$ cat src/sv/calendar_span_business_days_macros.svh
// Assertion helpers; the using module must have clk and rst in scope.
`ifndef CALENDAR_SPAN_BUSINESS_DAYS_MACROS_SVH
`define CALENDAR_SPAN_BUSINESS_DAYS_MACROS_SVH

// Same-cycle implication.
`define CSBD_ASSERT_NOW(lbl, ante, cons, msg) \
  lbl: assert property (@(posedge clk) disable iff (rst) (ante) |-> (cons)) \
    else $error(msg);

// Next-cycle implication.
`define CSBD_ASSERT_NEXT(lbl, ante, cons, msg) \
  lbl: assert property (@(posedge clk) disable iff (rst) (ante) |=> (cons)) \
    else $error(msg);

`endif

$ cat src/sv/csbd_pkg.sv
package csbd_pkg;

  localparam int YEAR_W = 14;
  localparam int MON_W  = 4;
  localparam int DAY_W  = 5;
  localparam int CNT_W  = 22;
  localparam int WD_W   = 3;
  localparam int R400_W = 9;
  localparam int MUL_A_W = 14;
  localparam int MUL_K_W = 16;
  localparam int PROD_W  = 30;

  localparam logic [YEAR_W-1:0] YEAR_MIN = 14'd1;
  localparam logic [YEAR_W-1:0] YEAR_MAX = 14'd9999;
  localparam logic [MON_W-1:0]  MON_MIN  = 4'd1;
  localparam logic [MON_W-1:0]  MON_MAX  = 4'd12;
  localparam logic [MON_W-1:0]  MON_FEB  = 4'd2;
  localparam logic [DAY_W-1:0]  DAY_MIN  = 5'd1;

  // floor(v / 100) = (v * RECIP_100) >> RECIP_100_SH for v < 16384
  localparam logic [MUL_K_W-1:0] RECIP_100    = 16'd5243;
  localparam int                 RECIP_100_SH = 19;
  // underestimates floor(v / 7) by at most one for v < 16384
  localparam logic [MUL_K_W-1:0] RECIP_7      = 16'd37449;
  localparam int                 RECIP_7_SH   = 18;

  localparam logic [WD_W-1:0] WD_SUNDAY   = 3'd0;
  localparam logic [WD_W-1:0] WD_SATURDAY = 3'd6;

  typedef struct packed {
    logic load;
    logic sel;
    logic q400;
    logic q100;
    logic q4;
    logic sum;
    logic q7;
    logic wd;
    logic init;
    logic walk;
    logic fin;
  } cmd_t;

  typedef struct packed {
    logic less;
    logic out_busy;
  } stat_t;

  function automatic logic is_leap400(input logic [R400_W-1:0] r);
    return ((r[1:0] == 2'd0) && (r != 9'd100) && (r != 9'd200) && (r != 9'd300))
           || (r == 9'd0);
  endfunction

  function automatic logic [DAY_W-1:0] month_len(input logic [MON_W-1:0] m,
                                                  input logic leap);
    logic [DAY_W-1:0] len;
    unique case (m)
      4'd2:                    len = leap ? 5'd29 : 5'd28;
      4'd4, 4'd6, 4'd9, 4'd11: len = 5'd30;
      default:                 len = 5'd31;
    endcase
    return len;
  endfunction

  // (31 * mm) / 12 with March as mm = 1
  function automatic logic [DAY_W-1:0] month_term(input logic [MON_W-1:0] m);
    logic [DAY_W-1:0] t;
    unique case (m)
      4'd1:    t = 5'd28;
      4'd2:    t = 5'd31;
      4'd3:    t = 5'd2;
      4'd4:    t = 5'd5;
      4'd5:    t = 5'd7;
      4'd6:    t = 5'd10;
      4'd7:    t = 5'd12;
      4'd8:    t = 5'd15;
      4'd9:    t = 5'd18;
      4'd10:   t = 5'd20;
      4'd11:   t = 5'd23;
      4'd12:   t = 5'd25;
      default: t = 5'd0;
    endcase
    return t;
  endfunction

endpackage

$ cat src/sv/csbd_if.sv
interface csbd_req_if;
  logic                          valid;
  logic                          ready;
  logic [csbd_pkg::YEAR_W-1:0]   start_year;
  logic [csbd_pkg::MON_W-1:0]    start_month;
  logic [csbd_pkg::DAY_W-1:0]    start_day;
  logic [csbd_pkg::YEAR_W-1:0]   end_year;
  logic [csbd_pkg::MON_W-1:0]    end_month;
  logic [csbd_pkg::DAY_W-1:0]    end_day;
  logic                          include_last;

  modport source (output valid, start_year, start_month, start_day, end_year,
                  end_month, end_day, include_last, input ready);
  modport sink (input valid, start_year, start_month, start_day, end_year,
                end_month, end_day, include_last, output ready);
endinterface

interface csbd_rsp_if;
  logic                        valid;
  logic                        ready;
  logic [csbd_pkg::CNT_W-1:0]  total_days;
  logic [csbd_pkg::CNT_W-1:0]  business_days;
  logic [csbd_pkg::WD_W-1:0]   start_weekday;
  logic [csbd_pkg::WD_W-1:0]   end_weekday;

  modport source (output valid, total_days, business_days, start_weekday,
                  end_weekday, input ready);
  modport sink (input valid, total_days, business_days, start_weekday,
                end_weekday, output ready);
endinterface

$ cat src/sv/calendar_span_business_days.sv
// From request accept, the controller runs Q400, Q100, Q4, SUM, Q7 and WD for
// the start date, again for the end date, then INIT, WALK (one day per cycle in
// the datapath walk loop) and FIN. One request at a time; the next is taken
// once FIN returns to idle. The response register lets the next request start
// while a response waits. Reset (rst, synchronous) returns to idle, no response.
module calendar_span_business_days (
  input  logic       clk,
  input  logic       rst,
  csbd_req_if.sink   req,
  csbd_rsp_if.source rsp
);

  csbd_pkg::cmd_t  cmd;
  csbd_pkg::stat_t stat;

  csbd_ctrl u_ctrl (
    .clk       (clk),
    .rst       (rst),
    .req_valid (req.valid),
    .req_ready (req.ready),
    .stat      (stat),
    .cmd       (cmd)
  );

  csbd_dpath u_dpath (
    .clk          (clk),
    .rst          (rst),
    .cmd          (cmd),
    .stat         (stat),
    .start_year   (req.start_year),
    .start_month  (req.start_month),
    .start_day    (req.start_day),
    .end_year     (req.end_year),
    .end_month    (req.end_month),
    .end_day      (req.end_day),
    .include_last (req.include_last),
    .rsp          (rsp)
  );

endmodule

$ cat src/sv/csbd_ctrl.sv
module csbd_ctrl (
  input  logic            clk,
  input  logic            rst,
  input  logic            req_valid,
  output logic            req_ready,
  input  csbd_pkg::stat_t stat,
  output csbd_pkg::cmd_t  cmd
);

  typedef enum logic [9:0] {
    ST_IDLE = 10'b00_0000_0001,
    ST_Q400 = 10'b00_0000_0010,
    ST_Q100 = 10'b00_0000_0100,
    ST_Q4   = 10'b00_0000_1000,
    ST_SUM  = 10'b00_0001_0000,
    ST_Q7   = 10'b00_0010_0000,
    ST_WD   = 10'b00_0100_0000,
    ST_INIT = 10'b00_1000_0000,
    ST_WALK = 10'b01_0000_0000,
    ST_FIN  = 10'b10_0000_0000
  } state_t;

  state_t state, state_next;
  logic   sel, sel_next;

  always_comb begin
    state_next = state;
    sel_next   = sel;
    unique case (state)
      ST_IDLE: begin
        if (req_valid) begin
          state_next = ST_Q400;
          sel_next   = 1'b0;
        end
      end
      ST_Q400: state_next = ST_Q100;
      ST_Q100: state_next = ST_Q4;
      ST_Q4:   state_next = ST_SUM;
      ST_SUM:  state_next = ST_Q7;
      ST_Q7:   state_next = ST_WD;
      ST_WD: begin
        if (sel) begin
          state_next = ST_INIT;
        end else begin
          state_next = ST_Q400;
          sel_next   = 1'b1;
        end
      end
      ST_INIT: state_next = ST_WALK;
      ST_WALK: begin
        if (!stat.less) state_next = ST_FIN;
      end
      ST_FIN: begin
        if (!stat.out_busy) state_next = ST_IDLE;
      end
      default: state_next = ST_IDLE;
    endcase
  end

  always_ff @(posedge clk) begin
    if (rst) begin
      state <= ST_IDLE;
      sel   <= 1'b0;
    end else begin
      state <= state_next;
      sel   <= sel_next;
    end
  end

  assign req_ready = (state == ST_IDLE);

  always_comb begin
    cmd      = '0;
    cmd.sel  = sel;
    cmd.load = (state == ST_IDLE) && req_valid;
    cmd.q400 = (state == ST_Q400);
    cmd.q100 = (state == ST_Q100);
    cmd.q4   = (state == ST_Q4);
    cmd.sum  = (state == ST_SUM);
    cmd.q7   = (state == ST_Q7);
    cmd.wd   = (state == ST_WD);
    cmd.init = (state == ST_INIT);
    cmd.walk = (state == ST_WALK);
    cmd.fin  = (state == ST_FIN) && !stat.out_busy;
  end

endmodule

$ cat src/sv/csbd_dpath.sv
`include "calendar_span_business_days_macros.svh"

module csbd_dpath (
  input  logic                        clk,
  input  logic                        rst,
  input  csbd_pkg::cmd_t              cmd,
  output csbd_pkg::stat_t             stat,
  input  logic [csbd_pkg::YEAR_W-1:0] start_year,
  input  logic [csbd_pkg::MON_W-1:0]  start_month,
  input  logic [csbd_pkg::DAY_W-1:0]  start_day,
  input  logic [csbd_pkg::YEAR_W-1:0] end_year,
  input  logic [csbd_pkg::MON_W-1:0]  end_month,
  input  logic [csbd_pkg::DAY_W-1:0]  end_day,
  input  logic                        include_last,
  csbd_rsp_if.source                  rsp
);

  logic [csbd_pkg::YEAR_W-1:0] sy, ey, cy;
  logic [csbd_pkg::MON_W-1:0]  sm, em, cm;
  logic [csbd_pkg::DAY_W-1:0]  sd, ed, cd;
  logic                        inc;
  logic [csbd_pkg::R400_W-1:0] s400, c400;
  logic [4:0]                  q400, q4;
  logic [6:0]                  qh;
  logic [10:0]                 q7;
  logic [13:0]                 x;
  logic [csbd_pkg::WD_W-1:0]   sw, ew, cw;
  logic [csbd_pkg::CNT_W-1:0]  tot, biz;

  logic                        out_valid;
  logic [csbd_pkg::CNT_W-1:0]  out_tot, out_biz;
  logic [csbd_pkg::WD_W-1:0]   out_sw, out_ew;

  // selected date
  logic [csbd_pkg::YEAR_W-1:0] wy, wyy, wrem;
  logic [csbd_pkg::MON_W-1:0]  wm;
  logic [csbd_pkg::DAY_W-1:0]  wdr, wmlen, wdc;
  logic [csbd_pkg::R400_W-1:0] wr400;

  logic [csbd_pkg::MUL_A_W-1:0] mul_a;
  logic [csbd_pkg::MUL_K_W-1:0] mul_k;
  logic [csbd_pkg::PROD_W-1:0]  prod;

  logic [13:0]                 xsum, r7;
  logic [csbd_pkg::WD_W-1:0]   wdv;

  logic [csbd_pkg::DAY_W-1:0]  cmlen;
  logic                        less;

  function automatic logic [csbd_pkg::YEAR_W-1:0] clamp_year(
      input logic [csbd_pkg::YEAR_W-1:0] v);
    logic [csbd_pkg::YEAR_W-1:0] r;
    priority if (v < csbd_pkg::YEAR_MIN) r = csbd_pkg::YEAR_MIN;
    else if (v > csbd_pkg::YEAR_MAX)     r = csbd_pkg::YEAR_MAX;
    else                                 r = v;
    return r;
  endfunction

  function automatic logic [csbd_pkg::MON_W-1:0] clamp_month(
      input logic [csbd_pkg::MON_W-1:0] v);
    logic [csbd_pkg::MON_W-1:0] r;
    priority if (v < csbd_pkg::MON_MIN) r = csbd_pkg::MON_MIN;
    else if (v > csbd_pkg::MON_MAX)     r = csbd_pkg::MON_MAX;
    else                                r = v;
    return r;
  endfunction

  assign wy    = cmd.sel ? ey : sy;
  assign wm    = cmd.sel ? em : sm;
  assign wdr   = cmd.sel ? ed : sd;
  assign wyy   = wy - ((wm <= csbd_pkg::MON_FEB) ? 14'd1 : 14'd0);
  assign wrem  = wy - 14'(14'(q400) * 14'd400);
  assign wr400 = wrem[csbd_pkg::R400_W-1:0];
  assign wmlen = csbd_pkg::month_len(wm, csbd_pkg::is_leap400(wr400));

  always_comb begin
    priority if (wdr < csbd_pkg::DAY_MIN) wdc = csbd_pkg::DAY_MIN;
    else if (wdr > wmlen)                 wdc = wmlen;
    else                                  wdc = wdr;
  end

  // shared reciprocal multiplier
  always_comb begin
    mul_k = csbd_pkg::RECIP_100;
    priority if (cmd.q7) begin
      mul_a = x;
      mul_k = csbd_pkg::RECIP_7;
    end else if (cmd.q100) begin
      mul_a = wyy;
    end else if (cmd.q4) begin
      mul_a = {2'b00, wyy[13:2]};
    end else begin
      mul_a = {2'b00, wy[13:2]};
    end
  end

  assign prod = csbd_pkg::PROD_W'(mul_a) * csbd_pkg::PROD_W'(mul_k);

  assign xsum = 14'(wdr) + wyy + {2'b00, wyy[13:2]} - 14'(qh) + 14'(q4)
              + 14'(csbd_pkg::month_term(wm));
  assign r7   = x - 14'(14'(q7) * 14'd7);
  assign wdv  = (r7 >= 14'd7) ? 3'(r7 - 14'd7) : r7[2:0];

  assign cmlen = csbd_pkg::month_len(cm, csbd_pkg::is_leap400(c400));
  assign less  = (cy < ey) || ((cy == ey) && ((cm < em) || ((cm == em) && (cd < ed))));

  always_ff @(posedge clk) begin
    if (cmd.load) begin
      sy  <= clamp_year(start_year);
      sm  <= clamp_month(start_month);
      sd  <= start_day;
      ey  <= clamp_year(end_year);
      em  <= clamp_month(end_month);
      ed  <= end_day;
      inc <= include_last;
    end
    if (cmd.q400) q400 <= prod[csbd_pkg::RECIP_100_SH+4:csbd_pkg::RECIP_100_SH];
    if (cmd.q100) begin
      qh <= prod[csbd_pkg::RECIP_100_SH+6:csbd_pkg::RECIP_100_SH];
      if (cmd.sel) begin
        ed <= wdc;
      end else begin
        sd   <= wdc;
        s400 <= wr400;
      end
    end
    if (cmd.q4)  q4 <= prod[csbd_pkg::RECIP_100_SH+4:csbd_pkg::RECIP_100_SH];
    if (cmd.sum) x  <= xsum;
    if (cmd.q7)  q7 <= prod[csbd_pkg::RECIP_7_SH+10:csbd_pkg::RECIP_7_SH];
    if (cmd.wd) begin
      if (cmd.sel) ew <= wdv;
      else         sw <= wdv;
    end
    if (cmd.init) begin
      cy   <= sy;
      cm   <= sm;
      cd   <= sd;
      c400 <= s400;
      cw   <= sw;
      tot  <= '0;
      biz  <= '0;
    end else if (cmd.walk && less) begin
      tot <= tot + 22'd1;
      if ((cw != csbd_pkg::WD_SUNDAY) && (cw != csbd_pkg::WD_SATURDAY)) begin
        biz <= biz + 22'd1;
      end
      cw <= (cw == csbd_pkg::WD_SATURDAY) ? csbd_pkg::WD_SUNDAY : cw + 3'd1;
      if (cd == cmlen) begin
        cd <= csbd_pkg::DAY_MIN;
        if (cm == csbd_pkg::MON_MAX) begin
          cm   <= csbd_pkg::MON_MIN;
          cy   <= cy + 14'd1;
          c400 <= (c400 == 9'd399) ? 9'd0 : c400 + 9'd1;
        end else begin
          cm <= cm + 4'd1;
        end
      end else begin
        cd <= cd + 5'd1;
      end
    end
    if (cmd.fin) begin
      out_tot <= tot + 22'(inc);
      out_biz <= biz;
      out_sw  <= sw;
      out_ew  <= ew;
    end
  end

  always_ff @(posedge clk) begin
    if (rst) begin
      out_valid <= 1'b0;
    end else if (cmd.fin) begin
      out_valid <= 1'b1;
    end else if (rsp.ready) begin
      out_valid <= 1'b0;
    end
  end

  assign stat.less     = less;
  assign stat.out_busy = out_valid && !rsp.ready;

  assign rsp.valid         = out_valid;
  assign rsp.total_days    = out_tot;
  assign rsp.business_days = out_biz;
  assign rsp.start_weekday = out_sw;
  assign rsp.end_weekday   = out_ew;

  `CSBD_ASSERT_NEXT(a_walk_count, cmd.walk && less, tot == $past(tot) + 22'd1, "span count did not step")
  `CSBD_ASSERT_NOW(a_biz_le_tot, cmd.walk, biz <= tot, "business count exceeds span")
  `CSBD_ASSERT_NEXT(a_start_wd, cmd.wd && !cmd.sel, sw <= csbd_pkg::WD_SATURDAY, "start weekday out of range")
  `CSBD_ASSERT_NEXT(a_end_wd, cmd.wd && cmd.sel, ew <= csbd_pkg::WD_SATURDAY, "end weekday out of range")

endmodule
$ cat src/flat_wrapper.sv
// flat-port wrapper written by rule: the top's interface ports become plain ports
module calendar_span_business_days_flat 
  (clk, rst, req_valid, req_start_year, req_start_month, req_start_day, req_end_year, req_end_month, req_end_day, req_include_last, req_ready, rsp_valid, rsp_total_days, rsp_business_days, rsp_start_weekday, rsp_end_weekday, rsp_ready);
  csbd_req_if req_i ();
  csbd_rsp_if rsp_i ();
  input  logic clk;
  input  logic rst;
  input wire logic [$bits(req_i.valid)-1:0] req_valid;
  input wire logic [$bits(req_i.start_year)-1:0] req_start_year;
  input wire logic [$bits(req_i.start_month)-1:0] req_start_month;
  input wire logic [$bits(req_i.start_day)-1:0] req_start_day;
  input wire logic [$bits(req_i.end_year)-1:0] req_end_year;
  input wire logic [$bits(req_i.end_month)-1:0] req_end_month;
  input wire logic [$bits(req_i.end_day)-1:0] req_end_day;
  input wire logic [$bits(req_i.include_last)-1:0] req_include_last;
  output wire logic [$bits(req_i.ready)-1:0] req_ready;
  output wire logic [$bits(rsp_i.valid)-1:0] rsp_valid;
  output wire logic [$bits(rsp_i.total_days)-1:0] rsp_total_days;
  output wire logic [$bits(rsp_i.business_days)-1:0] rsp_business_days;
  output wire logic [$bits(rsp_i.start_weekday)-1:0] rsp_start_weekday;
  output wire logic [$bits(rsp_i.end_weekday)-1:0] rsp_end_weekday;
  input wire logic [$bits(rsp_i.ready)-1:0] rsp_ready;
  assign req_i.valid = req_valid;
  assign req_i.start_year = req_start_year;
  assign req_i.start_month = req_start_month;
  assign req_i.start_day = req_start_day;
  assign req_i.end_year = req_end_year;
  assign req_i.end_month = req_end_month;
  assign req_i.end_day = req_end_day;
  assign req_i.include_last = req_include_last;
  assign req_ready = req_i.ready;
  assign rsp_valid = rsp_i.valid;
  assign rsp_total_days = rsp_i.total_days;
  assign rsp_business_days = rsp_i.business_days;
  assign rsp_start_weekday = rsp_i.start_weekday;
  assign rsp_end_weekday = rsp_i.end_weekday;
  assign rsp_i.ready = rsp_ready;
  calendar_span_business_days u_core (.clk(clk), .rst(rst), .req(req_i), .rsp(rsp_i));
endmodule
$ cat config.mk
export PLATFORM = sky130hd
export DESIGN_NAME = calendar_span_business_days_flat
export DESIGN_NICKNAME = d
export VERILOG_FILES = /design/src/sv/csbd_pkg.sv /design/src/sv/csbd_if.sv /design/src/sv/calendar_span_business_days.sv /design/src/sv/csbd_ctrl.sv /design/src/sv/csbd_dpath.sv /design/src/flat_wrapper.sv
export VERILOG_INCLUDE_DIRS = /design/src /design/src/sv
export SDC_FILE = /design/constraint.sdc
export NUM_CORES = 1
export LEC_CHECK = 0
export BUFFER_PORTS_ARGS = -buffer_cell sky130_fd_sc_hd__buf_2
export CAP_MARGIN = 40
export CORE_UTILIZATION = 29
export DETAILED_ROUTE_END_ITERATION = 7
export PLACE_DENSITY = 0.52
export SETUP_SLACK_MARGIN = 0.3
export SLEW_MARGIN = 10
export SYNTH_ARGS = -nofsm -noshare
export SYNTH_HDL_FRONTEND = slang
export SYNTH_SLANG_ARGS = --single-unit
$ cat constraint.sdc
create_clock -name clk -period 10.1 [get_ports clk]
set_input_delay 1.01 -clock clk [delete_from_list [all_inputs] [get_ports clk]]
set_output_delay 1.01 -clock clk [all_outputs]
set_load 0.1 [all_outputs]
# Word level (Yosys, flattened, before mapping)
# Memory sizes are Yosys's and may differ from the RTL's.
# Index checks and enable logic that the tools add are counted.
# word_totals
reg_bits	245
mem_bits_ro	80
inputBits	51
out_inout_bits	52
word_cells	202
memories	1
# classes
add_sub_neg	17
mul	3
magnitude_cmp	15
n_eq_ne	36
mux	53
n_bitwise	1
reduce_logical	43
# memory_table
name	depth	word_bits	rd	rd_ports_with_merged_regs	write_ports	line_no	text
(name not given)	16	5	1	0	0	csbd_pkg.sv:68	unique case (m)
# op_table
cell	count
$mux W14	9
$pmux W10 S10	1
$mux W5	12
$mux W9	5
$add A22 B1 Y22 const B	2
$mux W10	3
$mul A14 B16 Y29	1
$add A14 B5 Y14	2
$gt A14 B14 Y1 const B	2
$lt A14 B1 Y1 const B	2
$mux W4	7
$add A22 B1 Y22	1
$eq A4 B4 Y1 const B	5
$logic_not A9 Y1	2
$ne A9 B7 Y1 const B	2
$ne A9 B8 Y1 const B	2
$ne A9 B9 Y1 const B	2
$eq A4 B3 Y1 const B	4
$mux W16	1
$add A14 B1 Y14 const B	1
$add A14 B12 Y14	1
$add A5 B14 Y14	1
$eq A14 B14 Y1	1
$ge A14 B3 Y1 const B	1
53 further kinds	98

# Longest topological paths before layout
# Gate-level depths: netlist of the first run.
# logic_depth
ltp_word	14
depth_mapped	39
depth_no_buf	35

# Hierarchy
# A second synthesis of the first run with hierarchy kept.
# unflattened
hier_cells	1902
area_unflattened_um2	19332.3
# by_module_without_submodules
mod	n_inst	cells_per_inst	area_each_um2	seq_area_each_um2
csbd_dpath	1	1824	18687.9	6476.2
csbd_ctrl	1	78	644.4	220.2

# Worst setup path after synthesis of the first run
# OpenSTA, ideal clock, no wires.
# synth_timing
path_type	register to register
startpoint	register u_core.u_ctrl.sel
endpoint	register u_core.u_dpath.q7[10], data pin
setup_ns	0.260
t_arrival_ns	8.821
required_time_ns	9.840
path_slack_ns	1.019
stages_incl_launch_ff	35
path_buffers	4
period_less_slack_ns	9.081
path_cell_list	dfxtp_1 buf_2 buf_1 buf_2 clkbuf_1 mux2i_1 ha_1 o21a_1 ha_1 ha_1 nand2_1 nor2_1 and3_1 nand3_1 xnor2_1 a21oi_1 or2_2 fa_1 inv_1 fa_1 inv_1 fa_1 fa_1 fa_1 fa_1 ha_1 a21oi_1 o21ai_0 o221ai_1 nand3_1 a31oi_1 o21a_1 o211ai_1 a31oi_1 xnor2_1
# synth_via
elab_chain_cells	8
word_cells_on_any_way	9
cone_classes	add/sub (1); mul (1); order compare (1); mux (6)
# synth_lines
item	line_no	text
from (decl)	csbd_ctrl.sv:24	logic sel, sel_next;
from (signal assigned)	csbd_ctrl.sv:66	sel <= sel_next;
$mux W4	csbd_dpath.sv:69	assign wm = cmd.sel ? em : sm;
$le A4 B2 Y1	csbd_dpath.sv:71	assign wyy = wy - ((wm <= csbd_pkg::MON_FEB) ? 14'd1 : 14'd0);
$mux W1	csbd_dpath.sv:71	
$sub A14 B1 Y14	csbd_dpath.sv:71	
$mux W12	csbd_dpath.sv:90	end else if (cmd.q4) begin
$mux W14 *	csbd_dpath.sv:88	end else if (cmd.q100) begin
$mux W14 *	csbd_dpath.sv:85	priority if (cmd.q7) begin
$mul A14 B16 Y29 *	csbd_dpath.sv:97	assign prod = csbd_pkg::PROD_W'(mul_a) * csbd_pkg::PROD_W'(mul_k);
named net u_core.u_dpath.prod, one bit	csbd_dpath.sv:42	logic [csbd_pkg::PROD_W-1:0] prod;
to (signal assigned)	csbd_dpath.sv:129	if (cmd.q7) q7 <= prod[csbd_pkg::RECIP_7_SH+10:csbd_pkg::RECIP_7_SH];
to (decl)	csbd_dpath.sv:25	logic [10:0] q7;
# The timed path passes the listed nets; every way through them passes the cells marked *.
# A chain may end at the register's enable or synchronous reset.

# Final worst setup path of the first run
# layout_timing
startpoint	register u_core.u_ctrl.sel
endpoint	register u_core.u_dpath.q7[5], data pin
# Same word-level chain as after synthesis.

==> results of run 1 <==
==> metrics by stage <==
step                      util (%)  power, W  setup slack, ps
after global placement       31.90  0.003433             1483
after floorplan                  -  0.002890             1019
after detailed placement     32.03  0.003486             1171
after CTS                    33.57  0.004611             1102
final                        33.58  0.004549             1145
after global routing         33.57  0.004972            480.5
==> worst max-delay path, delay by kind of cell, from the launching register on <==
| kind | cells | cell delay (ps) |
|---|---|---|
| fa+ha+maj | 10 | 4020 |
| compound gates | 9 | 1900 |
| simple gates | 7 | 1440 |
| mux | 1 | 460 |
| xor+xnor | 1 | 440 |
| flops | 1 | 410 |
| buf+inv | 2 | 100 |
==> sequential cells by signal, summed over array words and instances (netlist names), 14 cells and up <==
signal and cells:
u_core.u_dpath.biz 22, u_core.u_dpath.rsp.total_days 22, u_core.u_dpath.rsp.business_days 22, u_core.u_dpath.ey 14, u_core.u_dpath.tot 22, u_core.u_dpath.sy 14, u_core.u_dpath.x 14, u_core.u_dpath.cy 14
==> per-layer routing <==
metal / vias up / global-route usage (%) / routed length [um]
li1: 6777 / - / -
met1: 6641 / 19.85 / 22570
met2: 316 / 22.04 / 21180
met5: - / 0 / 0
met4: 0 / 2.679 / 699
met3: 44 / 1.923 / 2301
==> cell families after synthesis <==
kind of cell    after synthesis
simple gates                550
fa+ha+maj                   341
buf+inv                     316
compound gates              305
flops                       245
xor+xnor                    102
mux                          39
other cells                   2
==> area by class of cell <==
type	instances	share of cell area [%]
diodes	2	0.02300
clock buffers	30	3.352
repair buffers	121	3.179
inverters	270	4.657
well taps	855	4.916
flip-flops and latches	245	30.77
multi-input cells	1342	51.85
clock inverters	20	1.248
==> worst max-delay path by stage <==
stage          cells past startpoint  slack, ps               endpoint
2_1_floorplan                     34       1020  u_core.u_dpath.q7[10]
3_3_place_gp                      30       1480   u_core.u_dpath.q7[8]
3_5_place_dp                      30       1170   u_core.u_dpath.q7[8]
4_1_cts                           30       1100   u_core.u_dpath.q7[8]
5_1_grt                           30        480   u_core.u_dpath.q7[8]
6_report                          30       1140   u_core.u_dpath.q7[5]
==> Yosys cell counts, types with 19 or more instances <==
master and number:
sky130_fd_sc_hd__nand4_1 19, sky130_fd_sc_hd__inv_1 269, sky130_fd_sc_hd__and3_1 21, sky130_fd_sc_hd__xor2_1 39, sky130_fd_sc_hd__nand3_1 55, sky130_fd_sc_hd__mux2i_1 29, sky130_fd_sc_hd__xnor2_1 62, sky130_fd_sc_hd__nand2b_1 33
sky130_fd_sc_hd__clkbuf_1 42, sky130_fd_sc_hd__nor2b_1 23, sky130_fd_sc_hd__o21ai_0 77, sky130_fd_sc_hd__and2_1 27, sky130_fd_sc_hd__ha_1 218, sky130_fd_sc_hd__nor2_1 121, sky130_fd_sc_hd__nand2_1 146, sky130_fd_sc_hd__fa_1 123
sky130_fd_sc_hd__nor3_1 23, sky130_fd_sc_hd__a21oi_1 72, sky130_fd_sc_hd__edfxtp_1 179, sky130_fd_sc_hd__dfxtp_1 66
==> report_power, final <==
part           total (W)  switching (W)  leakage (nW)  internal [W]
Sequential       0.00125      0.0000288          2.20       0.00122
Combinational    0.00221        0.00129          6.84      0.000924
Clock            0.00108       0.000430         0.473      0.000655
==> flow_summary.html, run 1 <==
<table>
<tr><th>Metric</th><th>Value</th></tr>
<tr><th colspan="2">Place</th></tr>
<tr><td>Total of buffers placed on input and output ports</td><td>102</td></tr>
<tr><td>Post-DP Area</td><td>20760 um^2</td></tr>
<tr><td>Placed cell count</td><td>2833</td></tr>
<tr><td>Final Wtd Congestion</td><td>0.8948</td></tr>
<tr><td>Post-detail-place hpwl</td><td>38380 um</td></tr>
<tr><th colspan="2">Synth</th></tr>
<tr><td>Fraction of the yosys area taken by sequential cells</td><td>34.98%</td></tr>
<tr><td>Cell type with the highest aggregate area in the netlist</td><td>sky130_fd_sc_hd__edfxtp_1</td></tr>
<tr><td>Top FF cell, synth</td><td>sky130_fd_sc_hd__edfxtp_1</td></tr>
<tr><td>Fraction of the mapped netlist area in adder cells</td><td>27.11%</td></tr>
<tr><td>Area of the mapped netlist</td><td>19140 um^2</td></tr>
<tr><td>Mean Syn Cell Area</td><td>10.07 um^2</td></tr>
<tr><td>Fraction of registers with async set or reset after synthesis</td><td>0%</td></tr>
<tr><td>Fraction of synthesized cell area taken by the top area cell type</td><td>28.08%</td></tr>
<tr><td>Largest cells by area after synthesis</td><td>sky130_fd_sc_hd__edfxtp_1 (28%), sky130_fd_sc_hd__ha_1 (14%), sky130_fd_sc_hd__fa_1 (13%), sky130_fd_sc_hd__dfxtp_1 (6.9%), sky130_fd_sc_hd__inv_1 (5.3%)</td></tr>
<tr><td>Flip-flop and latch count after synthesis</td><td>245</td></tr>
<tr><td>Fraction of the mapped netlist area in compound gates</td><td>10.35%</td></tr>
<tr><td>Warning count from the yosys run</td><td>0</td></tr>
<tr><td>EDFF count, synth</td><td>179</td></tr>
<tr><td>Count of mapped cells out of synthesis</td><td>1900</td></tr>
<tr><td>Share of synthesized area spent on multiplexers</td><td>2.118%</td></tr>
<tr><td>Dominant combinational cell family by area after synthesis</td><td>adder cells</td></tr>
<tr><td>Area fraction in and, or, nand and nor cells after synthesis</td><td>14.44%</td></tr>
<tr><td>Post-synthesis share of cell area spent on xor and xnor gates</td><td>4.739%</td></tr>
<tr><td>Number of unique standard cell types used by synthesis</td><td>77</td></tr>
<tr><th colspan="2">Finish</th></tr>
<tr><td>Final std cells w/o fill</td><td>2885</td></tr>
<tr><td>Number of nets at the end of the flow</td><td>2400</td></tr>
<tr><td>Filler cell count</td><td>6556</td></tr>
<tr><td>Syn-to-layout area delta</td><td>13.69%</td></tr>
<tr><td>Area taken by multi-input logic gates</td><td>11280 um^2</td></tr>
<tr><td>Most common cell after layout, fill and taps aside</td><td>sky130_fd_sc_hd__inv_1</td></tr>
<tr><td>Commonest cells after routing, fill and taps aside</td><td>sky130_fd_sc_hd__inv_1 (269), sky130_fd_sc_hd__ha_1 (218), sky130_fd_sc_hd__edfxtp_1 (179)</td></tr>
<tr><td>Post-layout instance area</td><td>21760 um^2</td></tr>
<tr><td>Sequential cell area in the final layout</td><td>6698 um^2</td></tr>
<tr><td>Ratio of cells with drive above 1 in the final layout</td><td>10.26%</td></tr>
<tr><th colspan="2">Status</th></tr>
<tr><td>Outcome</td><td>completed</td></tr>
<tr><th colspan="2">Clock network</th></tr>
<tr><td>Number of levels the H-tree was split into</td><td>1</td></tr>
<tr><td>Clock latency of the later-clocked register in the worst-skew pair</td><td>570 ps</td></tr>
<tr><td>Maximum buffer depth of the clock tree</td><td>3</td></tr>
<tr><td>Count of hold buffers inserted by post-cts repair</td><td>0</td></tr>
<tr><td>Total setup buffers inserted after CTS</td><td>0</td></tr>
<tr><td>Post_cts resized</td><td>0</td></tr>
<tr><td>Clock sink total</td><td>245</td></tr>
<tr><td>Clock tree from TritonCTS</td><td>yes</td></tr>
<tr><td>Reg clk slew, reported paths</td><td>60 ps</td></tr>
<tr><td>Total CTS buffers</td><td>28</td></tr>
<tr><td>Clock tree root buffer cell</td><td>sky130_fd_sc_hd__clkbuf_16</td></tr>
<tr><th colspan="2">Setup path</th></tr>
<tr><td>Maximum cell stage delay along the critical path</td><td>540 ps</td></tr>
<tr><td>Critical path class</td><td>flop to flop</td></tr>
<tr><td>Critical Path Start</td><td>u_core.u_ctrl.sel</td></tr>
<tr><td>Largest driver fanout on the critical path</td><td>6</td></tr>
<tr><td>Cell with the largest stage delay on the worst path</td><td>sky130_fd_sc_hd__fa_1</td></tr>
<tr><td>Critical register-to-register path startpoint</td><td>u_core.u_ctrl.sel</td></tr>
<tr><td>Register-to-register setup slack</td><td>1140 ps</td></tr>
<tr><td>Kind of end point of the critical path</td><td>flop</td></tr>
<tr><td>Worst endpoint data arrival time</td><td>9340 ps</td></tr>
<tr><td>Reg2Reg Capture Point</td><td>u_core.u_dpath.q7[5]</td></tr>
<tr><td>Path depth of the worst reg2reg path</td><td>30</td></tr>
<tr><td>Kind of start point of the critical path</td><td>flop</td></tr>
<tr><td>Required time at the worst-slack endpoint</td><td>10480 ps</td></tr>
<tr><td>CP most frequent cell</td><td>sky130_fd_sc_hd__fa_1</td></tr>
<tr><th colspan="2">Drt</th></tr>
<tr><td>Total Routed Length</td><td>46750 um</td></tr>
<tr><td>WL/cell</td><td>16.20 um</td></tr>
<tr><td>Number of search-and-repair iterations in the first detailed-routing pass</td><td>5</td></tr>
<tr><td>Via count</td><td>13780</td></tr>
<tr><td>Number of DRC markers in iteration 0</td><td>992</td></tr>
<tr><td>Remaining antenna violation count after routing</td><td>0</td></tr>
<tr><td>Via density per instance</td><td>4.776</td></tr>
<tr><td>Remaining routing DRC violations</td><td>0</td></tr>
<tr><th colspan="2">Timing</th></tr>
<tr><td>Unrepaired setup endpoints after global routing</td><td>no</td></tr>
<tr><td>Setup TNS</td><td>0 ps</td></tr>
<tr><td>Final slew viol count</td><td>0</td></tr>
<tr><td>Layout Skew</td><td>20.80 ps</td></tr>
<tr><td>Tmin final</td><td>8955 ps</td></tr>
<tr><td>Final hold violation count</td><td>0</td></tr>
<tr><td>Maximum clock frequency</td><td>111.7 MHz</td></tr>
<tr><td>Setup-failing EPs final</td><td>0</td></tr>
<tr><td>Worst slew slack as a fraction of its limit</td><td>35.52%</td></tr>
<tr><td>Post-route clock period utilization</td><td>88.67%</td></tr>
<tr><td>Pin slew with the least headroom to its limit</td><td>958.3 ps</td></tr>
<tr><td>Minimum hold slack</td><td>427.1 ps</td></tr>
<tr><th colspan="2">Floorplan</th></tr>
<tr><td>Floorplan die width</td><td>258.9 um</td></tr>
<tr><td>Number of primary I/O pins</td><td>103</td></tr>
<tr><td>Area of the die</td><td>67040 um^2</td></tr>
<tr><td>Die boundary height</td><td>258.9 um</td></tr>
<tr><td>Core area</td><td>64810 um^2</td></tr>
<tr><td>FP Rows</td><td>93</td></tr>
<tr><td>Starting Density</td><td>29.53%</td></tr>
<tr><th colspan="2">Power</th></tr>
<tr><td>Static leakage</td><td>9.507 nW</td></tr>
<tr><td>Worst vdd rail ir drop</td><td>0.0001769 V</td></tr>
<tr><td>PD cells</td><td>209.0 nW/um^2</td></tr>
<tr><th colspan="2">Hold path</th></tr>
<tr><td>Worst min-delay path startpoint</td><td>u_core.u_dpath.ew[1]</td></tr>
<tr><td>Class of the tightest hold or removal check</td><td>flop to flop</td></tr>
<tr><td>Worst hold endpoint</td><td>u_core.u_dpath.rsp.end_weekday[1]</td></tr>
<tr><td>Cell depth of the worst min-delay path</td><td>0</td></tr>
<tr><th colspan="2">Global routing</th></tr>
<tr><td>Initial antenna violation count</td><td>1</td></tr>
<tr><td>Total global routing track utilization</td><td>13.81%</td></tr>
<tr><td>Number of global-route vias before repair</td><td>13420</td></tr>
<tr><td>Largest net degree at the start of global routing</td><td>63</td></tr>
<tr><td>Global-route wire length before repair</td><td>73510 um</td></tr>
<tr><td>Final global-route overflow total</td><td>0</td></tr>
<tr><th colspan="2">Flow run</th></tr>
<tr><td>Number of maximum-capacitance constraint violations</td><td>0</td></tr>
</table>
Power figures use the tool's default switching activity.
==> run 2: changes to the inputs <==
PLACE_DENSITY = 0.56   (was 0.52)
==> run 2 against run 1 <==
  * Setup slack better by 44 ps
  * Global-route usage is 0.15 points higher
  * Die area stayed put
  * Non-clock buffer count is 1 lower
  * Fmax is 0.49% higher
  * Worst hold slack worse by 3.5 ps
  * Utilization hardly changed
  * Largest cell class unchanged
  * Clock skew is 3.8 ps lower
  * Total power is 0.56% higher
  * Sequential share of layout area hardly changed
==> flow_summary.html, run 2 (same netlist as run 1, synthesis figures left out) <==
<table>
<tr><th>Metric</th><th>Value</th></tr>
<tr><th colspan="2">Timing</th></tr>
<tr><td>Maximum clock frequency</td><td>112.2 MHz (+0.49%)</td></tr>
<tr><td>Layout Skew</td><td>17.01 ps (-3.793 ps)</td></tr>
<tr><td>Setup-failing EPs final</td><td>0 (unchanged)</td></tr>
<tr><td>Final slew viol count</td><td>0 (unchanged)</td></tr>
<tr><td>Tmin final</td><td>8911 ps (-43.95 ps)</td></tr>
<tr><td>Setup TNS</td><td>0 ps (unchanged)</td></tr>
<tr><td>Final hold violation count</td><td>0 (unchanged)</td></tr>
<tr><td>Worst slew slack as a fraction of its limit</td><td>38.51% (+3.0 points)</td></tr>
<tr><td>Post-route clock period utilization</td><td>88.23% (-0.44 points)</td></tr>
<tr><td>Unrepaired setup endpoints after global routing</td><td>no</td></tr>
<tr><td>Pin slew with the least headroom to its limit</td><td>922.3 ps (-35.98 ps)</td></tr>
<tr><th colspan="2">Power</th></tr>
<tr><td>Pwr Total</td><td>0.004574 W (+0.56%)</td></tr>
<tr><td>Static leakage</td><td>9.494 nW (-0.14%)</td></tr>
<tr><td>PD cells</td><td>210.4 nW/um^2 (+0.66%)</td></tr>
<tr><td>Worst vdd rail ir drop</td><td>0.0002134 V (+21%)</td></tr>
<tr><th colspan="2">Global routing</th></tr>
<tr><td>Total global routing track utilization</td><td>13.96% (+0.15 points)</td></tr>
<tr><td>Global-route wire length before repair</td><td>74440 um (+1.3%)</td></tr>
<tr><td>Final global-route overflow total</td><td>0 (unchanged)</td></tr>
<tr><td>Number of global-route vias before repair</td><td>13770 (+2.6%)</td></tr>
<tr><td>Largest net degree at the start of global routing</td><td>61 (-3.2%)</td></tr>
<tr><td>Initial antenna violation count</td><td>0 (-1)</td></tr>
<tr><th colspan="2">Flow run</th></tr>
<tr><td>Number of maximum-capacitance constraint violations</td><td>0 (unchanged)</td></tr>
<tr><th colspan="2">Clock network</th></tr>
<tr><td>Post_cts resized</td><td>0 (unchanged)</td></tr>
<tr><td>Total CTS buffers</td><td>28 (unchanged)</td></tr>
<tr><td>Clock latency of the later-clocked register in the worst-skew pair</td><td>560 ps (about the same)</td></tr>
<tr><td>Count of hold buffers inserted by post-cts repair</td><td>0 (unchanged)</td></tr>
<tr><td>Maximum buffer depth of the clock tree</td><td>3 (unchanged)</td></tr>
<tr><td>Clock tree from TritonCTS</td><td>yes</td></tr>
<tr><td>Number of levels the H-tree was split into</td><td>1 (unchanged)</td></tr>
<tr><td>Clock tree root buffer cell</td><td>sky130_fd_sc_hd__clkbuf_16</td></tr>
<tr><td>Clock sink total</td><td>245 (unchanged)</td></tr>
<tr><td>Reg clk slew, reported paths</td><td>60 ps (about the same)</td></tr>
<tr><td>Total setup buffers inserted after CTS</td><td>0 (unchanged)</td></tr>
<tr><th colspan="2">Floorplan</th></tr>
<tr><td>Starting Density</td><td>29.53% (unchanged)</td></tr>
<tr><td>Number of primary I/O pins</td><td>103 (unchanged)</td></tr>
<tr><td>Floorplan die width</td><td>258.9 um (unchanged)</td></tr>
<tr><td>Core area</td><td>64810 um^2 (unchanged)</td></tr>
<tr><td>Die boundary height</td><td>258.9 um (unchanged)</td></tr>
<tr><td>Area of the die</td><td>67040 um^2 (unchanged)</td></tr>
<tr><td>FP Rows</td><td>93 (unchanged)</td></tr>
<tr><th colspan="2">Drt</th></tr>
<tr><td>Via density per instance</td><td>4.794 (+0.37%)</td></tr>
<tr><td>Number of search-and-repair iterations in the first detailed-routing pass</td><td>6 (+1)</td></tr>
<tr><td>Remaining routing DRC violations</td><td>0 (unchanged)</td></tr>
<tr><td>Number of DRC markers in iteration 0</td><td>829 (-16%)</td></tr>
<tr><td>Remaining antenna violation count after routing</td><td>0 (unchanged)</td></tr>
<tr><td>WL/cell</td><td>16.30 um (+0.59%)</td></tr>
<tr><td>Via count</td><td>13840 (+0.44%)</td></tr>
<tr><td>Total Routed Length</td><td>47060 um (+0.66%)</td></tr>
<tr><th colspan="2">Finish</th></tr>
<tr><td>Commonest cells after routing, fill and taps aside</td><td>sky130_fd_sc_hd__inv_1 (269), sky130_fd_sc_hd__ha_1 (218), sky130_fd_sc_hd__edfxtp_1 (179)</td></tr>
<tr><td>Number of nets at the end of the flow</td><td>2399 (-0.042%)</td></tr>
<tr><td>Ratio of cells with drive above 1 in the final layout</td><td>10.20% (-0.054 points)</td></tr>
<tr><td>Syn-to-layout area delta</td><td>13.58% (about the same)</td></tr>
<tr><td>Post-layout instance area</td><td>21740 um^2 (about the same)</td></tr>
<tr><td>Final std cells w/o fill</td><td>2887 (+0.069%)</td></tr>
<tr><td>Filler cell count</td><td>6546 (-0.15%)</td></tr>
<tr><td>Most common cell after layout, fill and taps aside</td><td>sky130_fd_sc_hd__inv_1</td></tr>
<tr><th colspan="2">Setup path</th></tr>
<tr><td>CP most frequent cell</td><td>sky130_fd_sc_hd__fa_1</td></tr>
<tr><td>Largest driver fanout on the critical path</td><td>5 (-1)</td></tr>
<tr><td>Critical path class</td><td>flop to flop</td></tr>
<tr><td>Kind of end point of the critical path</td><td>flop</td></tr>
<tr><td>Maximum cell stage delay along the critical path</td><td>540 ps (about the same)</td></tr>
<tr><td>Cell with the largest stage delay on the worst path</td><td>sky130_fd_sc_hd__fa_1</td></tr>
<tr><td>Worst endpoint data arrival time</td><td>9290 ps (-50 ps)</td></tr>
<tr><td>Required time at the worst-slack endpoint</td><td>10480 ps (about the same)</td></tr>
<tr><td>Path depth of the worst reg2reg path</td><td>30 (unchanged)</td></tr>
<tr><td>Kind of start point of the critical path</td><td>flop</td></tr>
<tr><th colspan="2">Status</th></tr>
<tr><td>Outcome</td><td>completed</td></tr>
<tr><th colspan="2">Place</th></tr>
<tr><td>Placed cell count</td><td>2831 (-0.071%)</td></tr>
<tr><td>Final Wtd Congestion</td><td>0.8831 (-1.3%)</td></tr>
<tr><td>Total of buffers placed on input and output ports</td><td>102 (unchanged)</td></tr>
<tr><td>Post-detail-place hpwl</td><td>38810 um (+1.1%)</td></tr>
<tr><td>Post-DP Area</td><td>20720 um^2 (-0.17%)</td></tr>
<tr><th colspan="2">Hold path</th></tr>
<tr><td>Class of the tightest hold or removal check</td><td>flop to flop</td></tr>
<tr><td>Cell depth of the worst min-delay path</td><td>0 (unchanged)</td></tr>
</table>
[run 2: changes by cell type in the layout (fill, tap and decap cells not counted), sizes merged]
cell,previous run,this run
clkbuf,30,35
clkinv,10,6
diode,2,3
clkinvlp,5,6
bufinv,5,6
buf,121,119
[run 2: critical path: cells and delay by family, from the launching register on]
| family | cells | cell delay, ps |
|---|---|---|
| flops | 1 | 380 |
| fa+ha+maj | 10 | 3930 |
| simple gates | 7 | 1460 |
| xor+xnor | 1 | 430 |
| compound gates | 9 | 1920 |
| mux | 1 | 490 |
| buf+inv | 2 | 100 |
[run 2: final cells by class]
type                    instances  area [um^2]  share of cell area (%)
diodes                          3        7.507                 0.03453
clock buffers                  34        733.2                   3.372
clock inverters                18        274.0                   1.260
well taps                     855         1070                   4.920
flip-flops and latches        245         6698                   30.81
repair buffers                120        661.9                   3.044
inverters                     270         1013                   4.661
multi-input cells            1342        11280                   51.90
[run 2: worst paths after layout]
kind	from	to	slack, ps
setup / recovery	u_core.u_ctrl.sel	u_core.u_dpath.q4[4]	1190
hold / removal	u_core.u_dpath.ew[1]	u_core.u_dpath.rsp.end_weekday[1]	420
setup reg to reg	u_core.u_ctrl.sel	u_core.u_dpath.q4[4]	1190
hold reg to reg	u_core.u_dpath.ew[1]	u_core.u_dpath.rsp.end_weekday[1]	420
[run 2: stage by stage]
step | hold WS (ps) | setup WS [ps] | utilization (%)
detailed placement | 412.6 | 1310 | 31.97
CTS | 426.9 | 1211 | 33.53
global placement | 407.4 | 1542 | 31.87
finish | 423.6 | 1189 | 33.55
global route | 447.4 | 686.1 | 33.53
floorplan | 400.3 | 1019 | -
[run 2: per-layer routing]
layer | wire length (um) | global-route usage [%] | vias up | part of all wire (%)
li1 | - | - | 6780 | -
met1 | 22710 | 19.79 | 6695 | 48
met2 | 21370 | 22.59 | 317 | 45
met3 | 2176 | 1.884 | 47 | 4.6
met4 | 796 | 2.893 | 0 | 1.7
met5 | 0 | 0 | - | 0
[run 2: power breakdown]
part           total (W)  switching (W)  internal [W]  leakage (nW)
Sequential       0.00125      0.0000298       0.00122          2.20
Clock            0.00110       0.000427      0.000674         0.471
Combinational    0.00222        0.00130      0.000927          6.83
==> run 3: changes to the inputs <==
SYNTH_HIERARCHICAL = 1   (was default)
==> run 3 against run 2 <==
  * Combinational power grew 80%
  * Clock power is essentially flat
  * Global-route usage shrank 0.54 points
  * Setup slack lost 260 ps
  * Design area grew 0.39%
  * Fmax shrank 2.9%
  * Synthesized area grew 0.99%
  * Via count shrank 1.8%
  * Largest power group unchanged
==> flow_summary.html, run 3 <==
<table>
<tr><th>Metric</th><th>Value</th></tr>
<tr><th colspan="2">Status</th></tr>
<tr><td>Outcome</td><td>completed</td></tr>
<tr><th colspan="2">Clock network</th></tr>
<tr><td>Clock sink total</td><td>245 (unchanged)</td></tr>
<tr><td>Maximum buffer depth of the clock tree</td><td>3 (unchanged)</td></tr>
<tr><td>Count of hold buffers inserted by post-cts repair</td><td>0 (unchanged)</td></tr>
<tr><td>Number of levels the H-tree was split into</td><td>1 (unchanged)</td></tr>
<tr><td>Clock latency of the later-clocked register in the worst-skew pair</td><td>570 ps (about the same)</td></tr>
<tr><td>Post_cts resized</td><td>0 (unchanged)</td></tr>
<tr><td>Total CTS buffers</td><td>27 (-3.6%)</td></tr>
<tr><td>Clock tree root buffer cell</td><td>sky130_fd_sc_hd__clkbuf_16</td></tr>
<tr><td>Reg clk slew, reported paths</td><td>70 ps (about the same)</td></tr>
<tr><td>Clock tree from TritonCTS</td><td>yes</td></tr>
<tr><td>Total setup buffers inserted after CTS</td><td>0 (unchanged)</td></tr>
<tr><th colspan="2">Power</th></tr>
<tr><td>Static leakage</td><td>9.570 nW (+0.80%)</td></tr>
<tr><td>Worst vdd rail ir drop</td><td>0.0002908 V (+36%)</td></tr>
<tr><td>PD cells</td><td>297.5 nW/um^2 (+41%)</td></tr>
<tr><th colspan="2">Drt</th></tr>
<tr><td>Number of search-and-repair iterations in the first detailed-routing pass</td><td>5 (-1)</td></tr>
<tr><td>Total Routed Length</td><td>45260 um (-3.8%)</td></tr>
<tr><td>Number of DRC markers in iteration 0</td><td>647 (-22%)</td></tr>
<tr><td>Remaining routing DRC violations</td><td>0 (unchanged)</td></tr>
<tr><td>Remaining antenna violation count after routing</td><td>0 (unchanged)</td></tr>
<tr><td>WL/cell</td><td>15.68 um (-3.8%)</td></tr>
<tr><td>Via density per instance</td><td>4.705 (-1.8%)</td></tr>
<tr><td>Via count</td><td>13580 (-1.8%)</td></tr>
<tr><th colspan="2">Global routing</th></tr>
<tr><td>Largest net degree at the start of global routing</td><td>61 (unchanged)</td></tr>
<tr><td>Final global-route overflow total</td><td>0 (unchanged)</td></tr>
<tr><td>Global-route wire length before repair</td><td>72480 um (-2.6%)</td></tr>
<tr><td>Number of global-route vias before repair</td><td>13540 (-1.7%)</td></tr>
<tr><td>Initial antenna violation count</td><td>3 (+3)</td></tr>
<tr><td>Total global routing track utilization</td><td>13.42% (-0.54 points)</td></tr>
<tr><th colspan="2">Timing</th></tr>
<tr><td>Pin slew with the least headroom to its limit</td><td>872.4 ps (-49.95 ps)</td></tr>
<tr><td>Layout Skew</td><td>12.71 ps (-4.302 ps)</td></tr>
<tr><td>Minimum hold slack</td><td>440.0 ps (+16.44 ps)</td></tr>
<tr><td>Worst slew slack as a fraction of its limit</td><td>41.84% (+3.3 points)</td></tr>
<tr><td>Final hold violation count</td><td>0 (unchanged)</td></tr>
<tr><td>Tmin final</td><td>9175 ps (+263.3 ps)</td></tr>
<tr><td>Maximum clock frequency</td><td>109.0 MHz (-2.9%)</td></tr>
<tr><td>Setup-failing EPs final</td><td>0 (unchanged)</td></tr>
<tr><td>Final slew viol count</td><td>0 (unchanged)</td></tr>
<tr><td>Post-route clock period utilization</td><td>90.84% (+2.6 points)</td></tr>
<tr><td>Setup TNS</td><td>0 ps (unchanged)</td></tr>
<tr><td>Unrepaired setup endpoints after global routing</td><td>no</td></tr>
<tr><th colspan="2">Finish</th></tr>
<tr><td>Filler cell count</td><td>6777 (+3.5%)</td></tr>
<tr><td>Syn-to-layout area delta</td><td>12.90%</td></tr>
<tr><td>Most common cell after layout, fill and taps aside</td><td>sky130_fd_sc_hd__inv_1</td></tr>
<tr><td>Commonest cells after routing, fill and taps aside</td><td>sky130_fd_sc_hd__inv_1 (289), sky130_fd_sc_hd__ha_1 (218), sky130_fd_sc_hd__edfxtp_1 (179)</td></tr>
<tr><td>Final std cells w/o fill</td><td>2887 (unchanged)</td></tr>
<tr><td>Ratio of cells with drive above 1 in the final layout</td><td>10.98% (+0.78 points)</td></tr>
<tr><td>Number of nets at the end of the flow</td><td>2391 (-0.33%)</td></tr>
<tr><th colspan="2">Synth</th></tr>
<tr><td>Largest cells by area after synthesis</td><td>sky130_fd_sc_hd__edfxtp_1 (28%), sky130_fd_sc_hd__ha_1 (14%), sky130_fd_sc_hd__fa_1 (13%), sky130_fd_sc_hd__dfxtp_1 (6.8%), sky130_fd_sc_hd__inv_1 (5.6%)</td></tr>
<tr><td>Fraction of registers with async set or reset after synthesis</td><td>0% (unchanged)</td></tr>
<tr><td>Fraction of synthesized cell area taken by the top area cell type</td><td>27.80% (-0.28 points)</td></tr>
<tr><td>EDFF count, synth</td><td>179 (unchanged)</td></tr>
<tr><td>Mean Syn Cell Area</td><td>10.16 um^2 (+0.89%)</td></tr>
<tr><td>Commonest cells in the netlist</td><td>sky130_fd_sc_hd__inv_1 (289), sky130_fd_sc_hd__ha_1 (218), sky130_fd_sc_hd__edfxtp_1 (179), sky130_fd_sc_hd__fa_1 (121), sky130_fd_sc_hd__nand2_1 (119)</td></tr>
<tr><td>Cell type with the highest aggregate area in the netlist</td><td>sky130_fd_sc_hd__edfxtp_1</td></tr>
<tr><td>Area of the mapped netlist</td><td>19330 um^2 (+0.99%)</td></tr>
<tr><td>Warning count from the yosys run</td><td>6 (+6)</td></tr>
<tr><td>Fraction of the yosys area taken by sequential cells</td><td>34.64% (-0.34 points)</td></tr>
<tr><td>Number of unique standard cell types used by synthesis</td><td>84 (+9.1%)</td></tr>
<tr><td>Count leader, synth</td><td>sky130_fd_sc_hd__inv_1</td></tr>
<tr><td>Top FF cell, synth</td><td>sky130_fd_sc_hd__edfxtp_1</td></tr>
<tr><td>Count of mapped cells out of synthesis</td><td>1902 (+0.11%)</td></tr>
<tr><td>Flip-flop and latch count after synthesis</td><td>245 (unchanged)</td></tr>
<tr><th colspan="2">Flow run</th></tr>
<tr><td>Number of maximum-capacitance constraint violations</td><td>0 (unchanged)</td></tr>
<tr><th colspan="2">Setup path</th></tr>
<tr><td>Kind of end point of the critical path</td><td>flop</td></tr>
<tr><td>Required time at the worst-slack endpoint</td><td>10410 ps (-70 ps)</td></tr>
<tr><td>Maximum cell stage delay along the critical path</td><td>520 ps (-20 ps)</td></tr>
<tr><td>Largest driver fanout on the critical path</td><td>38 (+33)</td></tr>
<tr><td>Critical path class</td><td>flop to flop</td></tr>
<tr><td>CP most frequent cell</td><td>sky130_fd_sc_hd__fa_1</td></tr>
<tr><td>Cell with the largest stage delay on the worst path</td><td>sky130_fd_sc_hd__fa_1</td></tr>
<tr><td>Kind of start point of the critical path</td><td>flop</td></tr>
<tr><td>Worst endpoint data arrival time</td><td>9490 ps (+200 ps)</td></tr>
<tr><th colspan="2">Floorplan</th></tr>
<tr><td>FP Rows</td><td>94 (+1.1%)</td></tr>
<tr><td>Number of primary I/O pins</td><td>103 (unchanged)</td></tr>
<tr><td>Floorplan die width</td><td>260.2 um (+0.49%)</td></tr>
<tr><td>Starting Density</td><td>29.35% (-0.18 points)</td></tr>
<tr><td>Die boundary height</td><td>260.2 um (+0.49%)</td></tr>
<tr><td>Core area</td><td>65860 um^2 (+1.6%)</td></tr>
<tr><td>Area of the die</td><td>67700 um^2 (+0.98%)</td></tr>
<tr><th colspan="2">Place</th></tr>
<tr><td>Placed cell count</td><td>2836 (+0.18%)</td></tr>
<tr><td>Total of buffers placed on input and output ports</td><td>102 (unchanged)</td></tr>
<tr><td>Post-detail-place hpwl</td><td>36890 um (-5.0%)</td></tr>
<tr><td>Final Wtd Congestion</td><td>0.8861 (+0.34%)</td></tr>
<tr><th colspan="2">Hold path</th></tr>
<tr><td>Class of the tightest hold or removal check</td><td>flop to flop</td></tr>
</table>
run 3: worst max-delay path, delay by kind of cell, from the launching register on:
kind	cells	cell delay [ps]
AOI/OAI and AO/OA	8	2070
DFF	1	380
xor gates and xnor gates	1	190
and+or+nand+nor	9	2050
muxes	1	380
buffers and inverters	1	460
adders and majority gates	8	3360
run 3: through the flow:
stage | setup WS, ps | utilization [%] | total power, W | cell area, um^2
after floorplan | 773.1 | - | 0.004383 | 19350
after global placement | 1243 | 31.63 | 0.005367 | 20830
after detailed placement | 1017 | 31.67 | 0.005450 | 20860
after CTS | 958.0 | 33.13 | 0.006579 | 21820
after global routing | 305.8 | 33.13 | 0.007216 | 21820
final | 925.2 | 33.14 | 0.006493 | 21830
run 3: routing by layer:
metal / GRT usage (%) / vias to the layer above / share of wire, %
met3: 2.329 / 48 / 4.8
li1: - / 6723 / -
met1: 18.52 / 6576 / 48
met5: 0 / - / 0.044
met4: 2.664 / 2 / 1.6
met2: 21.94 / 234 / 46
run 3: kinds of logic after synthesis:
| logic type | Yosys count | share of synthesized area, % |
|---|---|---|
| flip-flops | 245 | 34.64 |
| buffers and inverters | 340 | 6.750 |
| AO/OA/AOI/OAI | 296 | 9.728 |
| AND/OR/NAND/NOR | 514 | 14.03 |
| XOR/XNOR | 115 | 5.378 |
| multiplexers | 51 | 2.802 |
| other | 2 | 0.03885 |
| adder cells (fa/ha/maj) | 339 | 26.64 |
run 3: final cells by class:
| type | count | area (um^2) | share of cell area [%] |
|---|---|---|---|
| tap | 864 | 1081 | 4.953 |
| sequential | 245 | 6698 | 30.69 |
| multi-input combinational | 1322 | 11380 | 52.16 |
| clock inverter | 23 | 290.3 | 1.330 |
| inverter | 290 | 1089 | 4.987 |
| clock buffer | 27 | 675.6 | 3.096 |
| timing repair buffer | 115 | 605.6 | 2.775 |
| antenna | 1 | 2.502 | 0.01147 |
run 3: final timing paths:
check                                          start                                end  slack (ps)  cells past startpoint
worst max register to register     u_core/u_ctrl/sel              u_core/u_dpath/q7[10]         930                     28
worst max-delay path               u_core/u_ctrl/sel              u_core/u_dpath/q7[10]         930                     28
worst min register to register  u_core/u_dpath/ew[2]  u_core/u_dpath/rsp.end_weekday[2]         440                      0
worst min-delay path            u_core/u_dpath/ew[2]  u_core/u_dpath/rsp.end_weekday[2]         440                      0
run 3: where the power goes:
part	total, W	switching, W	internal (W)
Sequential	0.00143	0.0000593	0.00137
Combinational	0.00399	0.00234	0.00166
Clock	0.00107	0.000445	0.000628
